$ cat config.mk
export PLATFORM = sky130hd
export DESIGN_NAME = first_fit_block_allocator
export DESIGN_NICKNAME = d
export VERILOG_FILES = /design/src/hdl/ffa_pkg.sv /design/src/hdl/first_fit_block_allocator.sv /design/src/hdl/ffa_table.sv /design/src/hdl/ffa_seq.sv
export VERILOG_INCLUDE_DIRS = /design/src /design/src/hdl
export SDC_FILE = /design/constraint.sdc
export NUM_CORES = 2
export LEC_CHECK = 0
export BUFFER_PORTS_ARGS = -buffer_cell sky130_fd_sc_hd__buf_2
export CAP_MARGIN = 0
export CELL_PAD_IN_SITES_DETAIL_PLACEMENT = 1
export CELL_PAD_IN_SITES_GLOBAL_PLACEMENT = 2
export CORE_ASPECT_RATIO = 1.1
export CORE_MARGIN = 1.5
export CORE_UTILIZATION = 45
export CTS_BUF_LIST = sky130_fd_sc_hd__clkbuf_4 sky130_fd_sc_hd__clkbuf_8 sky130_fd_sc_hd__clkbuf_16
export CTS_CLUSTER_SIZE = 12
export DETAILED_ROUTE_END_ITERATION = 7
export PLACE_DENSITY_LB_ADDON = 0.05
export SLEW_MARGIN = 20
export SYNTH_ARGS = -nofsm -noshare
export SYNTH_HDL_FRONTEND = slang
export SYNTH_SLANG_ARGS = --single-unit
$ cat constraint.sdc
create_clock -name clk -period 7.9 [get_ports clk]
set_input_delay 0.395 -clock clk [delete_from_list [all_inputs] [get_ports clk]]
set_output_delay 0.395 -clock clk [all_outputs]
set_load 0.01 [all_outputs]
$ cat src/hdl/first_fit_block_allocator_defines.svh
// Assertion macros for the first-fit block allocator.
// Included by files that carry concurrent assertions.
`ifndef FIRST_FIT_BLOCK_ALLOCATOR_DEFINES_SVH
`define FIRST_FIT_BLOCK_ALLOCATOR_DEFINES_SVH
`ifndef SYNTHESIS
`define FFA_ASSERT_IMPL(label, clk, rst_n, ante, cons) \
  label: assert property (@(posedge clk) disable iff (!rst_n) (ante) |-> (cons)) \
    else $error("assertion failed");
`define FFA_ASSERT_NEXT(label, clk, rst_n, ante, cons) \
  label: assert property (@(posedge clk) disable iff (!rst_n) (ante) |=> (cons)) \
    else $error("assertion failed");
`else
`define FFA_ASSERT_IMPL(label, clk, rst_n, ante, cons)
`define FFA_ASSERT_NEXT(label, clk, rst_n, ante, cons)
`endif
`endif

$ cat src/hdl/ffa_pkg.sv
// Package for the first-fit block allocator: constants, status codes, types.
// No dependencies.
`timescale 1ns / 1ps
package ffa_pkg;
  localparam int MaxBlocksDef   = 32;
  localparam int HeaderBytesDef = 16;
  localparam int PoolMaxDef     = 65536;

  localparam logic [2:0] ST_OK      = 3'd0;
  localparam logic [2:0] ST_ZERO    = 3'd1;
  localparam logic [2:0] ST_NOSPACE = 3'd2;
  localparam logic [2:0] ST_NULL    = 3'd3;
  localparam logic [2:0] ST_RANGE   = 3'd4;
  localparam logic [2:0] ST_NOTUSED = 3'd5;

  localparam logic KIND_ALLOC = 1'b0;
  localparam logic KIND_FREE  = 1'b1;

  typedef enum logic [3:0] {
    S_IDLE, S_INIT, S_SCAN, S_SCAN_WAIT, S_SHIFT, S_SPLIT,
    S_FREE_CHK, S_MERGE, S_DONE
  } state_t;

  // Result bundle handed from the sequencer to the output register.
  typedef struct packed {
    logic [15:0] data_offset;
    logic [2:0]  status;
  } result_t;

  // Table memory write command.
  typedef struct packed {
    logic        we;
    logic [15:0] start;
    logic [16:0] bytes;
    logic        used;
  } tbl_wr_t;
endpackage

$ cat src/hdl/first_fit_block_allocator.sv
// First-fit block allocator over a byte pool.
// Requests enter on the in_ stream (kind, request_bytes, release_offset).
// Each request produces one result on the out_ stream (data_offset, status).
// The cfg_ channel sets the pool size (saturated to 64..65536) and resets
// the table to one free block; write it only while idle.
// One request at a time: in_tready is high only while the sequencer is idle
// and the output register is empty. out_tvalid rises once the sequencer
// reaches S_DONE and its result is registered. A rejected request goes
// there straight from idle; any other request first scans the table and,
// for a split or a free, shifts and splits or merges entries, walking the
// table memory (one write, one read port) one entry per cycle.
// After reset the S_INIT state writes the initial block, then requests are taken.
// A stalled out_tready holds the result and blocks new requests.
// in_tdata: [15:0] request_bytes, [31:16] release_offset; in_tuser: kind.
// out_tdata: [15:0] data_offset; out_tuser: status.
`timescale 1ns / 1ps
`include "first_fit_block_allocator_defines.svh"
module first_fit_block_allocator #(
  parameter int MAX_BLOCKS   = ffa_pkg::MaxBlocksDef,
  parameter int HEADER_BYTES = ffa_pkg::HeaderBytesDef
) (
  input  logic        clk,
  input  logic        rst_n,
  input  logic        in_tvalid,
  output logic        in_tready,
  input  logic [31:0] in_tdata,   // request_bytes, release_offset
  input  logic        in_tuser,   // kind
  output logic        out_tvalid,
  input  logic        out_tready,
  output logic [15:0] out_tdata,  // data_offset
  output logic [2:0]  out_tuser,  // status
  input  logic        cfg_valid,
  output logic        cfg_ready,
  input  logic [16:0] cfg_data
);
  import ffa_pkg::*;

  logic        busy, done, start, cfg_fire;
  result_t     res;
  logic [16:0] pool_r, pool_nxt;
  logic        ov_r;
  result_t     ores_r;

  assign cfg_ready = 1'b1;
  assign cfg_fire  = cfg_valid;
  assign pool_nxt  = (cfg_data < 17'd64) ? 17'd64 :
                     (cfg_data > 17'(PoolMaxDef)) ? 17'(PoolMaxDef) : cfg_data;

  always_ff @(posedge clk) begin
    if (!rst_n) begin
      pool_r <= 17'd65536;
      ov_r   <= 1'b0;
    end else begin
      if (cfg_fire) pool_r <= pool_nxt;
      if (done) ov_r <= 1'b1;
      else if (out_tready) ov_r <= 1'b0;
    end
    if (done) ores_r <= res;
  end

  assign in_tready = !busy && !ov_r && !cfg_fire;
  assign start     = in_tvalid && in_tready;

  ffa_seq #(.MAX_BLOCKS(MAX_BLOCKS), .HEADER_BYTES(HEADER_BYTES)) u_seq (
    .clk(clk), .rst_n(rst_n), .start(start), .kind(in_tuser),
    .req_bytes(in_tdata[15:0]), .rel_off(in_tdata[31:16]),
    .init(cfg_fire), .pool(cfg_fire ? pool_nxt : pool_r),
    .busy(busy), .done(done), .res(res)
  );

  assign out_tvalid = ov_r;
  assign out_tdata  = ores_r.data_offset;
  assign out_tuser  = ores_r.status;

  `FFA_ASSERT_IMPL(a_no_accept_busy, clk, rst_n, start, !ov_r)
  `FFA_ASSERT_NEXT(a_busy_after_start, clk, rst_n, start && !cfg_fire, busy)
  `FFA_ASSERT_IMPL(a_done_empty, clk, rst_n, done, !ov_r)
endmodule

$ cat src/hdl/ffa_table.sv
// Block table memory: start, size and used mark per entry.
// One write port and one registered read port. Uses ffa_pkg.
`timescale 1ns / 1ps
module ffa_table #(
  parameter int MAX_BLOCKS = ffa_pkg::MaxBlocksDef,
  parameter int AW = $clog2(MAX_BLOCKS)
) (
  input  logic                clk,
  input  ffa_pkg::tbl_wr_t    wr,
  input  logic [AW-1:0]       wr_addr,
  input  logic [AW-1:0]       rd_addr,
  output logic [15:0]         rd_start,
  output logic [16:0]         rd_bytes,
  output logic                rd_used
);
  import ffa_pkg::*;
  logic [33:0] mem [MAX_BLOCKS];
  logic [33:0] rd_q;

  always_ff @(posedge clk) begin
    if (wr.we) begin
      mem[wr_addr] <= {wr.start, wr.bytes, wr.used};
    end
    rd_q <= mem[rd_addr];
  end

  assign rd_start = rd_q[33:18];
  assign rd_bytes = rd_q[17:1];
  assign rd_used  = rd_q[0];
endmodule

$ cat src/hdl/ffa_seq.sv
// Sequencer for the allocator: scans, shifts and merges table entries
// one per cycle through the table memory. Uses ffa_pkg and ffa_table.
`timescale 1ns / 1ps
module ffa_seq #(
  parameter int MAX_BLOCKS   = ffa_pkg::MaxBlocksDef,
  parameter int HEADER_BYTES = ffa_pkg::HeaderBytesDef,
  parameter int AW = $clog2(MAX_BLOCKS),
  parameter int CW = $clog2(MAX_BLOCKS + 1)
) (
  input  logic              clk,
  input  logic              rst_n,
  input  logic              start,
  input  logic              kind,
  input  logic [15:0]       req_bytes,
  input  logic [15:0]       rel_off,
  input  logic              init,
  input  logic [16:0]       pool,
  output logic              busy,
  output logic              done,
  output ffa_pkg::result_t  res
);
  import ffa_pkg::*;

  localparam logic [16:0] HDR = 17'(HEADER_BYTES);

  state_t         state_r, state_nxt;
  logic [CW-1:0]  cnt_r, cnt_nxt;
  logic [AW-1:0]  idx_r, idx_nxt;     // entry under work
  logic [AW-1:0]  ptr_r, ptr_nxt;     // shift pointer
  logic [CW-1:0]  rd_i_r, rd_i_nxt;   // index whose data arrives next
  logic           kind_r, kind_nxt;
  logic [16:0]    sz_r, sz_nxt;
  logic [15:0]    hdr_r, hdr_nxt;
  logic [15:0]    cur_start_r, cur_start_nxt;
  logic [16:0]    cur_bytes_r, cur_bytes_nxt;
  logic           nxt_free_r, nxt_free_nxt;  // right neighbor free
  logic           prv_free_r, prv_free_nxt;  // left neighbor free
  logic [15:0]    prv_start_r, prv_start_nxt;
  logic [16:0]    prv_bytes_r, prv_bytes_nxt;
  logic [16:0]    nb_bytes_r, nb_bytes_nxt;
  logic [1:0]     ph_r, ph_nxt;
  result_t        res_r, res_nxt;

  tbl_wr_t        wr;
  logic [AW-1:0]  wr_addr, rd_addr;
  logic [15:0]    rd_start;
  logic [16:0]    rd_bytes;
  logic           rd_used;

  ffa_table #(.MAX_BLOCKS(MAX_BLOCKS), .AW(AW)) u_tbl (
    .clk(clk), .wr(wr), .wr_addr(wr_addr), .rd_addr(rd_addr),
    .rd_start(rd_start), .rd_bytes(rd_bytes), .rd_used(rd_used)
  );

  always_ff @(posedge clk) begin
    if (!rst_n) begin
      state_r <= S_INIT;
      cnt_r   <= CW'(1);
    end else begin
      state_r <= state_nxt;
      cnt_r   <= cnt_nxt;
    end
    idx_r <= idx_nxt; ptr_r <= ptr_nxt; rd_i_r <= rd_i_nxt; kind_r <= kind_nxt;
    sz_r <= sz_nxt; hdr_r <= hdr_nxt; cur_start_r <= cur_start_nxt;
    cur_bytes_r <= cur_bytes_nxt; nxt_free_r <= nxt_free_nxt;
    prv_free_r <= prv_free_nxt; prv_start_r <= prv_start_nxt;
    prv_bytes_r <= prv_bytes_nxt; nb_bytes_r <= nb_bytes_nxt; ph_r <= ph_nxt;
    res_r <= res_nxt;
  end

  // The memory is written with the reset/config pool as entry 0; the read
  // side only ever looks at entries below the count.
  always_comb begin
    state_nxt = state_r; cnt_nxt = cnt_r; idx_nxt = idx_r; ptr_nxt = ptr_r;
    rd_i_nxt = rd_i_r; kind_nxt = kind_r; sz_nxt = sz_r; hdr_nxt = hdr_r;
    cur_start_nxt = cur_start_r; cur_bytes_nxt = cur_bytes_r;
    nxt_free_nxt = nxt_free_r; prv_free_nxt = prv_free_r;
    prv_start_nxt = prv_start_r; prv_bytes_nxt = prv_bytes_r;
    nb_bytes_nxt = nb_bytes_r; ph_nxt = ph_r; res_nxt = res_r;
    wr = '0; wr_addr = '0; rd_addr = '0;
    done = 1'b0;
    if (init) begin
      state_nxt = S_INIT;
    end else begin
      unique case (state_r)
        S_INIT: begin
          wr.we = 1'b1; wr.start = '0; wr.bytes = pool - HDR; wr.used = 1'b0;
          wr_addr = '0; cnt_nxt = CW'(1); state_nxt = S_IDLE;
        end
        S_IDLE: begin
          if (start) begin
            kind_nxt = kind; sz_nxt = {1'b0, req_bytes};
            hdr_nxt = rel_off - 16'(HEADER_BYTES);
            res_nxt = '{data_offset: '0, status: ST_OK};
            idx_nxt = '0; rd_addr = '0; rd_i_nxt = '0;
            prv_free_nxt = 1'b0; ph_nxt = '0;
            if (kind == KIND_ALLOC && req_bytes == '0) begin
              res_nxt.status = ST_ZERO; state_nxt = S_DONE;
            end else if (kind == KIND_FREE && rel_off == '0) begin
              res_nxt.status = ST_NULL; state_nxt = S_DONE;
            end else if (kind == KIND_FREE && ({1'b0, rel_off} < HDR ||
                         ({1'b0, rel_off} - HDR) >= pool)) begin
              res_nxt.status = ST_RANGE; state_nxt = S_DONE;
            end else begin
              state_nxt = S_SCAN;
            end
          end
        end
        S_SCAN: begin
          // data of entry rd_i_r is valid; prefetch next
          rd_addr = AW'(rd_i_r + CW'(1));
          rd_i_nxt = rd_i_r + CW'(1);
          cur_start_nxt = rd_start; cur_bytes_nxt = rd_bytes;
          idx_nxt = AW'(rd_i_r);
          if (rd_i_r >= cnt_r) begin
            res_nxt.status = (kind_r == KIND_ALLOC) ? ST_NOSPACE : ST_NOTUSED;
            state_nxt = S_DONE;
          end else if (kind_r == KIND_ALLOC) begin
            if (!rd_used && rd_bytes >= sz_r) begin
              res_nxt.data_offset = rd_start + 16'(HEADER_BYTES);
              if (rd_bytes > sz_r + HDR && cnt_r < CW'(MAX_BLOCKS)) begin
                ptr_nxt = AW'(cnt_r - CW'(1));
                rd_addr = AW'(cnt_r - CW'(1));
                state_nxt = S_SHIFT;
              end else begin
                wr.we = 1'b1; wr_addr = AW'(rd_i_r); wr.start = rd_start;
                wr.bytes = rd_bytes; wr.used = 1'b1; state_nxt = S_DONE;
              end
            end
          end else begin
            if (rd_start == hdr_r) begin
              if (!rd_used) begin
                res_nxt.status = ST_NOTUSED; state_nxt = S_DONE;
              end else begin
                rd_addr = AW'(rd_i_r + CW'(1));
                state_nxt = S_FREE_CHK;
              end
            end else begin
              prv_free_nxt = !rd_used; prv_start_nxt = rd_start;
              prv_bytes_nxt = rd_bytes;
            end
          end
        end
        S_SHIFT: begin
          // move entry ptr to ptr+1, walking down to idx+1
          rd_addr = ptr_r;
          if (ph_r == 2'd0) begin
            ph_nxt = 2'd1;
          end else begin
            if (ptr_r == idx_r) begin
              state_nxt = S_SPLIT;
            end else begin
              wr.we = 1'b1; wr_addr = AW'(ptr_r + AW'(1)); wr.start = rd_start;
              wr.bytes = rd_bytes; wr.used = rd_used;
              ptr_nxt = ptr_r - AW'(1); rd_addr = ptr_r - AW'(1);
              ph_nxt = 2'd1;
            end
          end
        end
        S_SPLIT: begin
          if (ph_r != 2'd2) begin
            wr.we = 1'b1; wr_addr = idx_r + AW'(1);
            wr.start = cur_start_r + 16'(HEADER_BYTES) + sz_r[15:0];
            wr.bytes = cur_bytes_r - sz_r - HDR; wr.used = 1'b0;
            ph_nxt = 2'd2;
          end else begin
            wr.we = 1'b1; wr_addr = idx_r; wr.start = cur_start_r;
            wr.bytes = sz_r; wr.used = 1'b1;
            cnt_nxt = cnt_r + CW'(1); state_nxt = S_DONE;
          end
        end
        S_FREE_CHK: begin
          // rd data = entry idx+1
          nxt_free_nxt = (CW'(idx_r) + CW'(1) < cnt_r) && !rd_used;
          nb_bytes_nxt = rd_bytes;
          ph_nxt = 2'd0;
          if (prv_free_r) begin
            // merge into left neighbor, maybe also right
            idx_nxt = idx_r - AW'(1); cur_start_nxt = prv_start_r;
            cur_bytes_nxt = prv_bytes_r + HDR + cur_bytes_r;
          end
          state_nxt = S_MERGE;
        end
        S_MERGE: begin
          // drop dels entries after idx (0, 1 or 2), then write merged idx
          if (ph_r == 2'd0) begin
            if (nxt_free_r) cur_bytes_nxt = cur_bytes_r + HDR + nb_bytes_r;
            ptr_nxt = idx_r + AW'(1)
                    + AW'({1'b0, prv_free_r} + {1'b0, nxt_free_r});
            rd_addr = idx_r + AW'(1)
                    + AW'({1'b0, prv_free_r} + {1'b0, nxt_free_r});
            ph_nxt = 2'd1;
            if (!prv_free_r && !nxt_free_r) begin
              ph_nxt = 2'd3;
            end else if (CW'(idx_r) + CW'(1)
                         + CW'({1'b0, prv_free_r} + {1'b0, nxt_free_r}) >= cnt_r) begin
              // nothing above the dropped entries
              ph_nxt = 2'd3;
            end
          end else if (ph_r == 2'd1) begin
            rd_addr = ptr_r + AW'(1);
            if (CW'(ptr_r) >= cnt_r) begin
              ph_nxt = 2'd3;
            end else begin
              wr.we = 1'b1;
              wr_addr = ptr_r - AW'({1'b0, prv_free_r} + {1'b0, nxt_free_r});
              wr.start = rd_start; wr.bytes = rd_bytes; wr.used = rd_used;
              ptr_nxt = ptr_r + AW'(1);
              if (CW'(ptr_r) + CW'(1) >= cnt_r) ph_nxt = 2'd3;
            end
          end else begin
            wr.we = 1'b1; wr_addr = idx_r; wr.start = cur_start_r;
            wr.bytes = cur_bytes_r; wr.used = 1'b0;
            cnt_nxt = cnt_r - CW'({1'b0, prv_free_r} + {1'b0, nxt_free_r});
            state_nxt = S_DONE;
          end
        end
        S_DONE: begin
          done = 1'b1; state_nxt = S_IDLE;
        end
        default: state_nxt = S_IDLE;
      endcase
    end
  end

  assign busy = (state_r != S_IDLE);
  assign res  = res_r;
endmodule
# Word-level counts from Yosys, hierarchy flattened
# Memories as Yosys holds them, arrays and structs flattened. A register that Yosys moved wholly into a read port is not among the register bits.
# Index checks and enable logic that the tools add are counted.
# word_totals
register_bits	202
latch_bits	0
elab_cells	260
out_inout_bits	22
mem_count	1
romBits	0
mem_bits_rw	1088
# classes
n_mul	0
shift	0
muxes	111
magnitude_cmp	12
n_bitwise	5
n_div	0
n_addsub	28
eq_ne	36
reduce_logical	45
# memory_table
name	words	width	read_ports	rd_clocked_by_memory_dff	write_ports	line_no	rtl
u_seq.u_tbl.mem	32	34	1	1	1	ffa_table.sv:17	logic [33:0] mem [MAX_BLOCKS];
# ops
cell	count
$mux W35	10
$pmux W35 S5	1
$mux W5	29
$mux W17	6
$mux W16	4
$mux W4	15
$pmux W17 S3	1
$pmux W5 S3	3
$pmux W19 S2	1
$add A17 B17 Y17	2
$add A17 B5 Y17 const B	2
$mux W34	1
$sub A17 B5 Y17 const B	2
$add A16 B5 Y16 const B	2
$logic_not A16 Y1	2
$pmux W16 S2	1
$mux W3	8
$mux W6	4
$pmux W4 S6	1
$mux W2	10
$pmux W5 S4	1
$mux W19	1
$ge A6 B6 Y1	3
$ne A2 B2 Y1 const B	9
other kinds (59)	118

# Depth between registers and ports, before layout
# depth
depth_word	12
ltp_mapped	20

# Hierarchy
# Synthesis repeated with hierarchy kept, for this count alone.
# hier_totals
hier_cells	4072
area_unflattened_um2	59231.8
# modules_own_cells
module	n_inst	area_per_inst_um2	cells_each	seq_area_each_um2
ffa_table	1	43107.6	2399	33352.0
ffa_seq	1	14706.6	1569	4854.7
first_fit_block_allocator	1	1417.6	104	930.9

# Worst setup path after synthesis
# Ideal clock, no wire load.
# synth_path
kind	reg-to-reg
start	register u_seq.sz_r[5]
end	memory u_seq.u_tbl.mem[31][0] (enable)
stages_incl_launch_ff	20
required_time_ns	7.475
setup_slack_ns	2.269
arrival_time_ns	5.206
n_path_buf	3
path_cell_list	edfxtp_1 ha_1 nand3_1 nor3_1 nand3_1 xnor2_1 ha_1 nand4_1 nor3_1 a31oi_1 nand2_1 and3_1 buf_2 nand2b_1 clkbuf_1 a211oi_1 or3b_1 or2_2 clkbuf_1 nor2_1
# synth_via
elab_chain_len	11
# synth_rtl
element	line_no	rtl
start, declared	ffa_seq.sv:32	logic [16:0] sz_r, sz_nxt;
start signal, assigned	ffa_seq.sv:64	sz_r <= sz_nxt; hdr_r <= hdr_nxt; cur_start_r <= cur_start_nxt;
$add A16 B5 Y17	ffa_seq.sv:121	if (rd_bytes > sz_r + HDR && cnt_r < CW'(MAX_BLOCKS)) begin
$gt A17 B17 Y1	ffa_seq.sv:121	
$logic_and A1 B1 Y1	ffa_seq.sv:121	
$mux W35	ffa_seq.sv:121	
$mux W35	ffa_seq.sv:119	if (!rd_used && rd_bytes >= sz_r) begin
$mux W35	ffa_seq.sv:118	end else if (kind_r == KIND_ALLOC) begin
$mux W35	ffa_seq.sv:115	if (rd_i_r >= cnt_r) begin
$pmux W35 S5	ffa_seq.sv:85	unique case (state_r)
$mux W35	ffa_seq.sv:82	if (init) begin
$mux W1	ffa_table.sv:21	if (wr.we) begin
$mux W1 (implied by the code)	ffa_table.sv:22	mem[wr_addr] <= {wr.start, wr.bytes, wr.used};
end, declared	ffa_table.sv:17	
# Several ways; a longest one is shown, not always the timed one.

# Final worst setup path
# layout_path
start	register u_seq.sz_r[5]
end	memory u_seq.u_tbl.mem[4][4] (enable)
# Same word-level chain as after synthesis.

==> results.txt <==
Nets - 5,217
Crit path DAT - 7.37 ns
Clock Latency Late Sink - 0.80 ns
Chain of cells forming the critical path - ha_1 > nand3_1 > nor3_1 > nand3_1 > xnor2_1 > ha_1 > nand4_1 > nor3_1 > o31ai_1 > o211ai_1 > nand2_1 > and3_1 > a221o_1 > o21ai_0 > nand2_1 > nor2_4 > buf_4
First-pass detailed-route iteration total - 8
Final wirelength - 211 mm
Area share of the largest cell type after synthesis - 0.634
Fillcell total - 13,301
Initial DRC Count - 3,911
Largest net degree at the start of global routing - 133
Syn Nets - 5,087
DP Cell Count - 6,530
Worst R2R Path Depth - 17
Total power per unit cell area - 220 mW/mm^2
P_leak - 24.6 nW
Via Count - 42,030
WL met1 - 88.8 mm
Initial antenna violation count - 5
Clock skew - 0.0358 ns
Postcts setup bufs - 0
# rows - 140
Buf/Inv on CP - 1
Die W - 350 microns
Worst path slowest cell - nor2_4
Setup crit end kind - flip-flop
Seq/Total Area, Yosys - 0.655
Core ar. - 0.132 sq mm
Flops & latches, synth - 1,324
Initial Util - 0.452
Synth-to-Final Area Change - 14.3%
Detailed placement HPWL - 133 mm
Cell Count, Final, Fillers Out - 6,827
Commonest cells post-synth - edfxtp_1, nand2_1, nor2_1, nor3_1, a21oi_1
CTS tree - built
Die Ht - 385 microns
Worst rel slew slack - 0.224
CP startpoint kind - flip-flop
Area leader, netlist - edfxtp_1
Final min period - 6.89 ns
Cell count after synthesis - 4,807
Cell Area, Synth - 0.0598 sq mm
CTS H-tree lvls - 4
RSZ-0062 raised after global routing - false
Worst-margin pin slew - 1.15 ns
Syn. warnings - 0
# DRC - 0
Mean Syn Cell Area - 12.4 sq um
Worst R2R Setup Slack - 1.01 ns
Top Family by Delay on Critical Path - simple AND/OR/NAND/NOR gates
Final period util - 0.872
DR WL met3 - 13.4 mm
EDFF count, synth - 1,262
Final hold viol count - 0
Post-route ant nets - 0
TritonCTS buffer count - 144
Hold endpoint - pool_r[7]
Hold path cells - 3
Setup TNS - 0 ns
Longest Clk Path Bufs - 3
Layout cells sized above 1 - 0.121
RR Endpoint - u_seq.u_tbl.mem[4][4]
Critical Path RT - 8.38 ns
Post-synth ARST share - 0
Grt ovf - 0
Post-place setup slack - 1.24 ns
Total track usage - 0.313
Slew Limit Fails - 0
PnR worst setup slack - 1.01 ns
Routed len/inst - 30.9 microns
I/O Buffers - 75
Global-route wire length before repair - 304 mm
Final Wtd Congestion - 0.893
Worst-path clk slew - 0.06 ns
Vias per std cell - 6.16
CTS Sinks - 1,324
Min-delay src - cfg_data[7]
Finished Core Util - 0.517
Met2 wire len - 101 mm
Max-cap viol count - 0
Max Used Layer - met4
CP max stage delay - 0.87 ns
Crit path max fanout - 23
Most frequent cell after synthesis - edfxtp_1
Peak supply drop - 0.000242 V
Outcome - finished, final reports clean
Vias in the first global route - 42,793
I/O Pins - 77
Ys flop type - edfxtp_1
Final setup viols - 0
Hold WC Path Type - input pin to flip-flop
Yosys cell types - 88
Die ar. - 0.135 sq mm
CTS root buf - clkbuf_16
Crit path kind - flip-flop to flip-flop
FMAX - 145 MHz
R2R Path Start - u_seq.sz_r[5]
Largest cells by area after synthesis - edfxtp_1, ha_1, nand2_1, nor2_1, dfxtp_1
-- metrics by stage --
step | instance area, sq um | hold WS [ns] | power [mW]
2_1_floorplan | 59800 | 0.400 | 8.17
3_3_place_gp | 63300 | 0.401 | 8.45
3_5_place_dp | 63300 | 0.405 | 8.46
4_1_cts | 68300 | 0.00204 | 15.1
5_1_grt | 68300 | 0.0188 | 15.4
6_report | 68300 | 0.0430 | 15.0
-- final cells by class --
cell class              count  area (sq um)  area share
diodes                      1          2.50   0.0000366
clock buffers             208          4190      0.0613
clock inverters            52           438     0.00641
inverters                 138           518     0.00759
multi-input cells        3048         19500       0.286
flip-flops and latches   1324         39100       0.573
well taps                1775          2220      0.0325
repair buffers            281          2270      0.0333
-- cells in the final DEF, fill, tap and decap left out, types with 45 or more instances in the layout --
cell | synthesis | layout
edfxtp_1 | 1262 | 1262
nand2_1 | 573 | 571
nor2_1 | 339 | 279
nor3_1 | 238 | 237
ha_1 | 218 | 218
a21oi_1 | 221 | 213
o21ai_0 | 208 | 207
buf_4 | 10 | 149
clkbuf_16 | 0 | 148
inv_1 | 135 | 135
nand3_1 | 125 | 123
o211ai_1 | 106 | 106
xnor2_1 | 94 | 94
or3_1 | 88 | 88
and3_1 | 82 | 82
buf_2 | 70 | 75
a211oi_1 | 66 | 65
dfxtp_1 | 62 | 62
clkbuf_4 | 0 | 55
a22oi_1 | 54 | 53
a31oi_1 | 56 | 52
xor2_1 | 47 | 47
nor2_4 | 0 | 47
mux2i_1 | 45 | 45
-- worst max path at each step --
stage	from	endpoint	depth (start not counted)
floorplan	u_seq.sz_r[5]	u_seq.u_tbl.mem[31][0]	19
global placement	u_seq.sz_r[5]	u_seq.u_tbl.rd_q[30]	19
detailed placement	u_seq.sz_r[5]	u_seq.u_tbl.rd_q[30]	19
CTS	u_seq.sz_r[5]	u_seq.u_tbl.mem[4][4]	17
global route	u_seq.sz_r[5]	u_seq.u_tbl.mem[4][4]	17
finish	u_seq.sz_r[5]	u_seq.u_tbl.mem[4][4]	17
-- flip-flops by register name, indices dropped and copies added (netlist names), 16 cells and up --
name               flops
u_seq.prv_bytes_r     17
u_seq.cur_start_r     16
u_seq.cur_bytes_r     17
u_seq.hdr_r           16
u_seq.nb_bytes_r      17
u_seq.res             19
u_seq.prv_start_r     16
u_seq.sz_r            16
u_seq.u_tbl.mem     1088
u_seq.u_tbl.rd_q      34
out_tdata             16
pool_r                17
-- cells by family after synthesis --
| group | share of synthesized area |
|---|---|
| AO/OA/AOI/OAI | 0.118 |
| XOR/XNOR | 0.0207 |
| adder cells (fa/ha/maj) | 0.0480 |
| buffers and inverters | 0.0296 |
| flip-flops | 0.655 |
| multiplexers | 0.00867 |
| other | 0.0000628 |
| AND/OR/NAND/NOR | 0.120 |
-- report_power, final --
part / switching, mW / internal, mW
clock network: 2.83 / 3.83
registers: 0.0817 / 7.70
logic: 0.367 / 0.180
total: 3.28 / 11.7
-- layer usage --
metal,vias up,global-route usage
met5,-,0
met4,0,0.116
met3,328,0.0485
met2,1444,0.511
met1,21793,0.423
li1,18465,-
-- worst reg2reg max path, cell delays in order (launching register included) --
cell and delay [ns]:
edfxtp_1 0.51, ha_1 0.27, nand3_1 0.13, nor3_1 0.42
nand3_1 0.18, xnor2_1 0.17, ha_1 0.29, nand4_1 0.13
nor3_1 0.33, o31ai_1 0.13, o211ai_1 0.62, nand2_1 0.18
and3_1 0.31, a221o_1 0.36, o21ai_0 0.60, nand2_1 0.68
nor2_4 0.88, buf_4 0.37
-- what timing repair did --
| item | in CTS | in global routing |
|---|---|---|
| gates resized for setup | 0 | 0 |
| endpoints found under the hold margin | 35 | 0 |
| setup endpoints to repair | 0 | 0 |
| hold buffers | 36 | 0 |
(Power assumes the default switching activity.)
